$ cat config.mk
export PLATFORM = sky130hd
export DESIGN_NAME = hash_checked_word_sync_search_unit
export DESIGN_NICKNAME = d
export VERILOG_FILES = /design/src/design/hcws_pkg.sv /design/src/design/hash_checked_word_sync_search_unit.sv /design/src/design/hcws_window.sv /design/src/design/hcws_hash_unit.sv
export SDC_FILE = /design/constraint.sdc
export NUM_CORES = 2
export LEC_CHECK = 0
export ABC_AREA = 1
export BUFFER_PORTS_ARGS = -buffer_cell sky130_fd_sc_hd__buf_2
export CORE_ASPECT_RATIO = 1.5
export CORE_MARGIN = 2
export CORE_UTILIZATION = 35
export CTS_CLUSTER_SIZE = 24
export DETAILED_ROUTE_END_ITERATION = 16
export GPL_ROUTABILITY_DRIVEN = 1
export PLACE_DENSITY = 0.56
export SLEW_MARGIN = 20
export SYNTH_ARGS = -nofsm -noshare
export SYNTH_HDL_FRONTEND = slang
export SYNTH_SLANG_ARGS = --single-unit
$ cat constraint.sdc
create_clock -name clk -period 6.5 [get_ports clk]
set_input_delay 0.325 -clock clk [delete_from_list [all_inputs] [get_ports clk]]
set_output_delay 0.325 -clock clk [all_outputs]
set_load 0.1 [all_outputs]
$ cat src/design/hcws_pkg.sv
// shared types and constants for the hash-checked word sync search
`timescale 1ns / 1ps

package hcws_pkg;

  localparam int unsigned WORD_W      = 64;
  localparam int unsigned HALF_W      = 32;
  localparam int unsigned OFFSET_STEP = 2;
  localparam int unsigned NUM_OFFSETS = WORD_W / OFFSET_STEP;
  localparam int unsigned OFF_W       = $clog2(NUM_OFFSETS);
  localparam int unsigned HALF_SHIFT  = 16;

  localparam logic [HALF_W-1:0] HASH_MULT = 32'h045D_9F3B;
  localparam logic [OFF_W-1:0]  LAST_OFF  = OFF_W'(NUM_OFFSETS - 1);

  // sequencer states
  typedef enum logic [1:0] {
    ST_IDLE,
    ST_SCAN,
    ST_DRAIN,
    ST_FINISH
  } state_t;

  // request into the hash pipeline
  typedef struct packed {
    logic valid;
    logic last;
  } hash_req_t;

  // response out of the hash pipeline
  typedef struct packed {
    logic valid;
    logic last;
    logic match;
  } hash_rsp_t;

  // x ^ (x >> 16)
  function automatic logic [HALF_W-1:0] xor_shift(input logic [HALF_W-1:0] x);
    return x ^ (x >> HALF_SHIFT);
  endfunction

endpackage

$ cat src/design/hash_checked_word_sync_search_unit.sv
// Hash-checked word sync search. Each accepted 64-bit item is scanned at the 32
// even bit offsets of the previous word followed by this one; the hash pipeline
// takes one offset per cycle and has to empty before data_stall falls again; a
// new item is taken only once the last one is done, and later still while a
// found message still waits on message_stall. At most one message (the lowest
// matching offset) comes out per item; the word then becomes the previous word.
// After reset the previous word is zero.
`timescale 1ns / 1ps

module hash_checked_word_sync_search_unit import hcws_pkg::*; (
  input  logic              clk,
  input  logic              rst,
  input  logic              data_valid,
  output logic              data_stall,
  input  logic [WORD_W-1:0] data_word,
  output logic              message_valid,
  input  logic              message_stall,
  output logic [HALF_W-1:0] message
);

  state_t            state, state_next;
  logic [OFF_W-1:0]  offset;
  logic              found;
  logic [HALF_W-1:0] found_msg;
  logic              accept;
  logic              out_load;
  logic              out_free;
  hash_req_t         req;
  hash_rsp_t         rsp;
  logic [HALF_W-1:0] rsp_msg;
  logic [HALF_W-1:0] win_tag, win_msg;

  assign accept   = data_valid && !data_stall;
  assign out_free = !message_valid || !message_stall;

  hcws_window u_window (
    .clk       (clk),
    .rst       (rst),
    .load      (accept),
    .shift     (req.valid),
    .data_word (data_word),
    .tag       (win_tag),
    .msg       (win_msg)
  );

  hcws_hash_unit u_hash (
    .clk     (clk),
    .rst     (rst),
    .req     (req),
    .tag     (win_tag),
    .msg     (win_msg),
    .rsp     (rsp),
    .rsp_msg (rsp_msg)
  );

  // next state
  always_comb begin
    state_next = state;
    unique case (state)
      ST_IDLE: begin
        if (data_valid) state_next = ST_SCAN;
      end
      ST_SCAN: begin
        if (offset == LAST_OFF) state_next = ST_DRAIN;
      end
      ST_DRAIN: begin
        if (rsp.valid && rsp.last) state_next = ST_FINISH;
      end
      ST_FINISH: begin
        if (!found || out_free) state_next = ST_IDLE;
      end
    endcase
  end

  // state outputs
  always_comb begin
    data_stall = 1'b1;
    req.valid  = 1'b0;
    req.last   = 1'b0;
    out_load   = 1'b0;
    unique case (state)
      ST_IDLE: begin
        data_stall = 1'b0;
      end
      ST_SCAN: begin
        req.valid = 1'b1;
        req.last  = (offset == LAST_OFF);
      end
      ST_DRAIN: begin
      end
      ST_FINISH: begin
        out_load = found && out_free;
      end
    endcase
  end

  // state register and offset counter
  always_ff @(posedge clk) begin
    if (rst) begin
      state  <= ST_IDLE;
      offset <= '0;
    end else begin
      state <= state_next;
      if (accept) begin
        offset <= '0;
      end else if (req.valid) begin
        offset <= offset + 1'b1;
      end
    end
  end

  // keep the first match of the item
  always_ff @(posedge clk) begin
    if (rst) begin
      found <= 1'b0;
    end else if (accept) begin
      found <= 1'b0;
    end else if (rsp.valid && rsp.match && !found) begin
      found <= 1'b1;
    end
  end

  always_ff @(posedge clk) begin
    if (rsp.valid && rsp.match && !found) begin
      found_msg <= rsp_msg;
    end
  end

  // output register
  always_ff @(posedge clk) begin
    if (rst) begin
      message_valid <= 1'b0;
    end else if (out_load) begin
      message_valid <= 1'b1;
    end else if (!message_stall) begin
      message_valid <= 1'b0;
    end
  end

  always_ff @(posedge clk) begin
    if (out_load) begin
      message <= found_msg;
    end
  end

`ifndef SYNTHESIS
  // an accepted item starts the offset scan
  a_accept_scan: assert property (@(posedge clk) disable iff (rst)
    accept |=> (state == ST_SCAN && offset == '0))
    else $error("accepted item did not start a scan");

  // hash results only come back while an item is being worked on
  a_rsp_busy: assert property (@(posedge clk) disable iff (rst)
    rsp.valid |-> (state == ST_SCAN || state == ST_DRAIN))
    else $error("hash response outside of a scan");

  // a new message only appears after a match was found
  a_msg_found: assert property (@(posedge clk) disable iff (rst)
    $rose(message_valid) |-> ($past(state) == ST_FINISH && $past(found)))
    else $error("message issued without a match");
`endif

endmodule

$ cat src/design/hcws_window.sv
// window shifter: holds the previous word and slides the 64-bit window
`timescale 1ns / 1ps

module hcws_window import hcws_pkg::*; (
  input  logic              clk,
  input  logic              rst,
  input  logic              load,
  input  logic              shift,
  input  logic [WORD_W-1:0] data_word,
  output logic [HALF_W-1:0] tag,
  output logic [HALF_W-1:0] msg
);

  logic [2*WORD_W-1:0] pair;
  logic [WORD_W-1:0]   previous_word;

  // previous word is architectural state, cleared by reset
  always_ff @(posedge clk) begin
    if (rst) begin
      previous_word <= '0;
    end else if (load) begin
      previous_word <= data_word;
    end
  end

  // previous and current word side by side, moved two bits per offset
  always_ff @(posedge clk) begin
    if (load) begin
      pair <= {previous_word, data_word};
    end else if (shift) begin
      pair <= pair << OFFSET_STEP;
    end
  end

  // upper half of the window is the tag, lower half the message
  assign tag = pair[2*WORD_W-1 -: HALF_W];
  assign msg = pair[2*WORD_W-HALF_W-1 -: HALF_W];

endmodule

$ cat src/design/hcws_hash_unit.sv
// three-stage hash pipeline with tag compare, one window per cycle
`timescale 1ns / 1ps

module hcws_hash_unit import hcws_pkg::*; (
  input  logic              clk,
  input  logic              rst,
  input  hash_req_t         req,
  input  logic [HALF_W-1:0] tag,
  input  logic [HALF_W-1:0] msg,
  output hash_rsp_t         rsp,
  output logic [HALF_W-1:0] rsp_msg
);

  logic              s1_valid, s1_last;
  logic [HALF_W-1:0] s1_tag, s1_msg, s1_x;
  logic              s2_valid, s2_last;
  logic [HALF_W-1:0] s2_tag, s2_msg, s2_x;
  logic [HALF_W-1:0] mul1, mul2, hash;

  // first and second mixing rounds, low 32 bits of each product kept
  assign mul1 = xor_shift(msg) * HASH_MULT;
  assign mul2 = xor_shift(s1_x) * HASH_MULT;
  assign hash = xor_shift(s2_x);

  // control of the pipeline and the response
  always_ff @(posedge clk) begin
    if (rst) begin
      s1_valid <= 1'b0;
      s2_valid <= 1'b0;
      rsp      <= '0;
    end else begin
      s1_valid  <= req.valid;
      s2_valid  <= s1_valid;
      rsp.valid <= s2_valid;
      rsp.last  <= s2_last;
      rsp.match <= (s2_tag != '0) && (hash == s2_tag);
    end
  end

  // payload of the pipeline
  always_ff @(posedge clk) begin
    s1_last <= req.last;
    s1_tag  <= tag;
    s1_msg  <= msg;
    s1_x    <= mul1;
    s2_last <= s1_last;
    s2_tag  <= s1_tag;
    s2_msg  <= s1_msg;
    s2_x    <= mul2;
    rsp_msg <= s2_msg;
  end

endmodule

# After elaboration in Yosys (flattened, before gate mapping)
# Cells that the tools add are included.
# totals
register_bits	496
output_inout_bits	34
elab_cells	66
# op_classes
add_sub_neg	1
multipliers	2
eq_ne	10
n_mux	12
bitwise	3
reduce_logical	16
# ops
cell	n
$mux 128	2
$xor 32x16->32	3
$mul 32x27->32 const B	2
$eq 32x32->1	1
$reduce_bool 32->1	1
$mux 2	5
$ne 2x2->1 const B	4
$pmux 2 s4	1
$logic_and 1x1->1	6
$add 5x1->5 const B	1
$eq 5x5->1 const B	1
$eq 2x2->1 const B	2
$mux 1	4
$reduce_and 4->1	1
$logic_not 1->1	3
$eq 2x1->1 const B	1
$logic_not 2->1	1
$logic_or 1x1->1	2
$ne 2x1->1 const B	1
$reduce_bool 2->1	1
$reduce_or 2->1	1

# Depth between registers and ports, before layout
# depth
ltp_word	5
mapped_depth	32
ltp_nobuf	32

# By module
# Synthesis repeated with hierarchy kept, for this count alone.
# hier_totals
cells_unflattened	3668
area_unflattened_um2	35246.3
# by_module_without_submodules
mod	n_inst	cells_each	area_per_inst_um2	seq_area_each_um2
hcws_hash_unit	1	2722	24965.2	4624.4
hcws_window	1	809	7812.5	5124.9
hash_checked_word_sync_search_unit	1	137	2468.6	2102.0

# Least setup slack after synthesis
# OpenSTA, ideal clock, no wires.
# synth_path
kind	register to register
startpoint	register u_hash.s1_x[24]
endpoint	register u_hash.s2_x[31]
setup_time_ps	113
t_arrival_ps	5921
required_ps	6387
setup_slack_ps	466
path_stages_with_launch	29
path_buffers	0
synth_period_minus_slack_ps	6034
cell_sequence	dfxtp_1 -> inv_1 -> or2_2 -> nand2_2 -> inv_1 -> nor2_1 -> inv_1 -> nand2_1 -> inv_1 -> ha_1 -> or2_2 -> ha_1 -> inv_1 -> fa_1 -> inv_1 -> fa_1 -> inv_1 -> fa_1 -> fa_1 -> fa_1 -> inv_1 -> ha_1 -> a21o_1 -> a21boi_0 -> o21ai_0 -> nand3_1 -> nand3_1 -> nand3_1 -> nand2_1
# synth_between
elab_chain_cells	2
# synth_lines
item	line_no	text
start: declaration	hcws_hash_unit.sv:15	logic [HALF_W-1:0] s1_tag, s1_msg, s1_x;
start signal: assignment	hcws_hash_unit.sv:45	s1_x <= mul1;
$xor 32x16->32	hcws_pkg.sv:39	return x ^ (x >> HALF_SHIFT);
$mul 32x27->32	hcws_hash_unit.sv:22	assign mul2 = xor_shift(s1_x) * HASH_MULT;
named net u_hash.mul2[31]	hcws_hash_unit.sv:18	logic [HALF_W-1:0] mul1, mul2, hash;
end signal: assignment	hcws_hash_unit.sv:49	s2_x <= mul2;
end: declaration	hcws_hash_unit.sv:17	logic [HALF_W-1:0] s2_tag, s2_msg, s2_x;
# The timed path passes the listed nets, and every way through them passes these cells.
# A chain may end at the register's enable or synchronous reset.

# Final worst setup path
# layout_path
startpoint	register u_hash.s1_x[21]
endpoint	register u_hash.s2_x[21]
# Same word-level chain as after synthesis.

==> metrics.md <==
| Metric | Value |
|---|---|
| Status | `finished clean` |
| Final WL | `100,100 um` |
| CP Capture Point | `u_hash.s2_x[21]` |
| Worst hold path class | `in2reg` |
| Final setup viols | `0` |
| Ys flop type | `dfxtp_1` |
| H-tree Lvls | `2` |
| Fin util | `0.4110` |
| Warnings, synthesis | `0` |
| Initial antenna violation count | `6` |
| 1st-iter DRT viols | `1,196` |
| WP data arrival | `6.80 ns` |
| Slew Viols, Final | `0` |
| Nets@finish | `4,722` |
| Worst R2R End | `u_hash.s2_x[21]` |
| Largest net degree at the start of global routing | `97` |
| Vias | `23.63k` |
| Vias in the first global route | `25.31k` |
| Synth cell types | `49` |
| TritonCTS Buffers | `50` |
| EDFF count, synth | `192` |
| Io pins | `102` |
| Root Buffer Master | `clkbuf_16` |
| Synthesized area | `34,820 um2` |
| Post-synthesis simple-gate area fraction | `0.09534` |
| TritonRoute pass-1 iters | `5` |
| Final Skew | `0.05283 ns` |
| Area of the core | `98,620 um2` |
| Clock sink count | `496` |
| Overflow after GRT | `0` |
| Period utilisation layout | `0.9673` |
| Starting Density | `0.3530` |
| Synthesized Nets | `4,398` |
| Post-synthesis sequential area ratio | `0.3404` |
| RSZ-0062 raised after global routing | `no` |
| Total track usage | `0.2000` |
| Max-slew headroom | `0.3758` |
| Worst hold start | `data_word[14]` |
| Largest family of logic cells by synthesized area | `adder cells` |
| DP Area | `37,960 um2` |
| Syn Inst Count | `3,574` |
| Port Buf Inserts | `101` |
| Post-route ant nets | `0` |
| Worst-Skew Late Latency | `0.64 ns` |
| Nature of the critical path endpoint | `flip-flop` |
| Area grow syn2layout | `16.43%` |
| CTS tree | `done` |
| Most common cell after layout, fill and taps aside | `inv_1` |
| Reg2Reg Depth | `24` |
| RD Place Congestion | `0.9785` |
| Max cap viols | `0` |
| DP HPWL | `84,420 um` |
| Highest-count cells in the layout ignoring fill and taps | `inv_1, nand2_1, fa_1` |
| Crit path from | `u_hash.s1_x[21]` |
| Synth Register Bits | `496` |
| Vias per inst | `4.519` |
| Hold Fails Final Rpt | `0` |
| Layout cells sized above 1 | `0.1038` |
| Residual DRC | `0` |
| Avg Cell Area, Syn | `9.741 um2` |
| Post-synthesis compound-gate area fraction | `0.05060` |
| Max Buffers Root-to-Sink | `3` |
| Post-synthesis mux area share | `0` |
| Crit path max fanout | `5` |
| Max Clk Rate | `159.1 MHz` |
| Row count | `141` |
| Crit Path Category | `reg2reg` |
| Die Y | `390.3 um` |
| Min Clock Period, post-route | `6.287 ns` |
| Reg2reg start | `u_hash.s1_x[21]` |
| Number of fill cells | `9,644` |
| Die area | `102,100 um2` |
| Die width | `261.5 um` |
| Crit start category | `flip-flop` |
| Global-route wire length before repair | `151,000 um` |
| Worst-Margin Slew | `0.9364 ns` |
| Clk slew on worst S/H paths | `0.07 ns` |
| R2R setup slack | `0.21 ns` |
| Worst path required time | `7.02 ns` |
| FFs w/ async S/R, synth | `0` |
| Synth Area in XOR/XNOR | `0.03795` |
| DR WL/cell | `19.14 um` |
| Final Cell Area | `40,540 um2` |
| Post-Synth Adder-Cell Area | `0.3616` |
-- area by class of cell --
class	instances	area [um2]	area share
well taps	1287	1610	0.03973
clock buffers	65	1369	0.03377
clock inverters	29	429.2	0.01059
inverters	1014	3806	0.09390
diodes	1	2.502	0.00006173
multi-input cells	2020	19200	0.4736
repair buffers	316	2270	0.05599
flip-flops and latches	496	11850	0.2924
-- state kept, by name, indices dropped and copies added, names as in the netlist, 2 cells and up --
signal,cells
found_msg,32
message,32
offset,5
state,2
u_hash.rsp,3
u_hash.rsp_msg,32
u_hash.s1_msg,32
u_hash.s1_tag,32
u_hash.s1_x,32
u_hash.s2_msg,32
u_hash.s2_tag,32
u_hash.s2_x,32
u_window.pair,128
u_window.previous_word,64
-- synth_stat cells (2+ instances only) --
master / number / share of area
o31ai_1: 2 / 0.00043
fa_1: 417 / 0.24
nor2_2: 2 / 0.00036
a31oi_1: 2 / 0.00036
nand3b_1: 5 / 0.0011
nor2_1: 92 / 0.0099
o21ai_1: 4 / 0.00058
a22o_1: 3 / 0.00075
o21ai_0: 108 / 0.016
o21bai_1: 6 / 0.0013
xnor2_1: 53 / 0.013
o21ai_2: 6 / 0.0015
and3_1: 2 / 0.00036
nor4_1: 12 / 0.0022
nand3_1: 59 / 0.0085
a211oi_1: 5 / 0.0011
o22ai_1: 70 / 0.013
inv_1: 1010 / 0.11
nand4_1: 14 / 0.0025
a21oi_1: 67 / 0.0096
a21o_1: 18 / 0.0039
edfxtp_1: 192 / 0.17
and2_1: 2 / 0.00036
clkbuf_1: 41 / 0.0044
inv_2: 4 / 0.00043
nand2_2: 6 / 0.0011
buf_1: 2 / 0.00022
o21bai_2: 2 / 0.00065
xor2_1: 96 / 0.024
nor3_2: 2 / 0.00058
nand2_1: 587 / 0.063
or2_2: 11 / 0.0020
dfxtp_1: 304 / 0.17
nor3_1: 15 / 0.0022
ha_1: 339 / 0.12
-- cell families after synthesis --
family,after synthesis
AOI/OAI and AO/OA,301
xor gates and xnor gates,150
adders and majority gates,756
buffers and inverters,1058
and+or+nand+nor,813
DFF,496
-- what timing repair did --
item	4_1_cts	5_1_grt
buffers inserted	0	1
gates cloned	0	0
gates resized for setup	3	31
hold buffers	60	0
setup endpoints to repair	5	18
pin swaps	1	1
hold endpoints to repair	100	0
-- layer usage --
metal	vias to the layer above	share of wire	GRT usage
li1	11480	-	-
met1	11490	0.38	0.2181
met2	457	0.54	0.3820
met3	202	0.025	0.01556
met4	0	0.059	0.1003
met5	-	0	0
-- critical path, cell delays in order (launching register included) --
cell and delay, ns:
dfxtp_1 0.49, inv_1 0.10, nand2_1 0.14, nand2_1 0.26
xnor2_2 0.31, inv_1 0.09, o21ai_1 0.25, ha_1 0.32
inv_1 0.08, fa_1 0.43, fa_1 0.39, inv_1 0.08
fa_1 0.45, fa_1 0.55, inv_1 0.05, fa_1 0.56
inv_1 0.06, ha_1 0.36, a21o_1 0.27, a21oi_1 0.27
o21ai_1 0.14, o21bai_4 0.21, and2_1 0.15, o21bai_1 0.12
nand2_1 0.07
-- through the flow --
step           hold WS (ns)  TNS (ns)  setup slack, ns  cells
2_1_floorplan        0.3096         0           0.4655   3574
3_3_place_gp         0.3105   -0.6738          -0.2171   5072
3_5_place_dp         0.3121   -0.3304          -0.1531   5072
4_1_cts            0.004895         0         0.002911   5226
5_1_grt             0.03484         0          0.01246   5227
6_report            0.04316         0           0.2129   5228
-- worst min-delay path by stage --
stage / to / cells past startpoint
2_1_floorplan: u_hash.rsp_msg[0] / 0
3_3_place_gp: u_hash.s2_msg[2] / 0
3_5_place_dp: u_hash.rsp_msg[25] / 0
4_1_cts: u_window.pair[62] / 3
5_1_grt: u_window.pair[14] / 3
6_report: u_window.previous_word[14] / 3
Power is not shown: default switching activity piles up to over one toggle a cycle in this logic, so the estimate is an artifact.
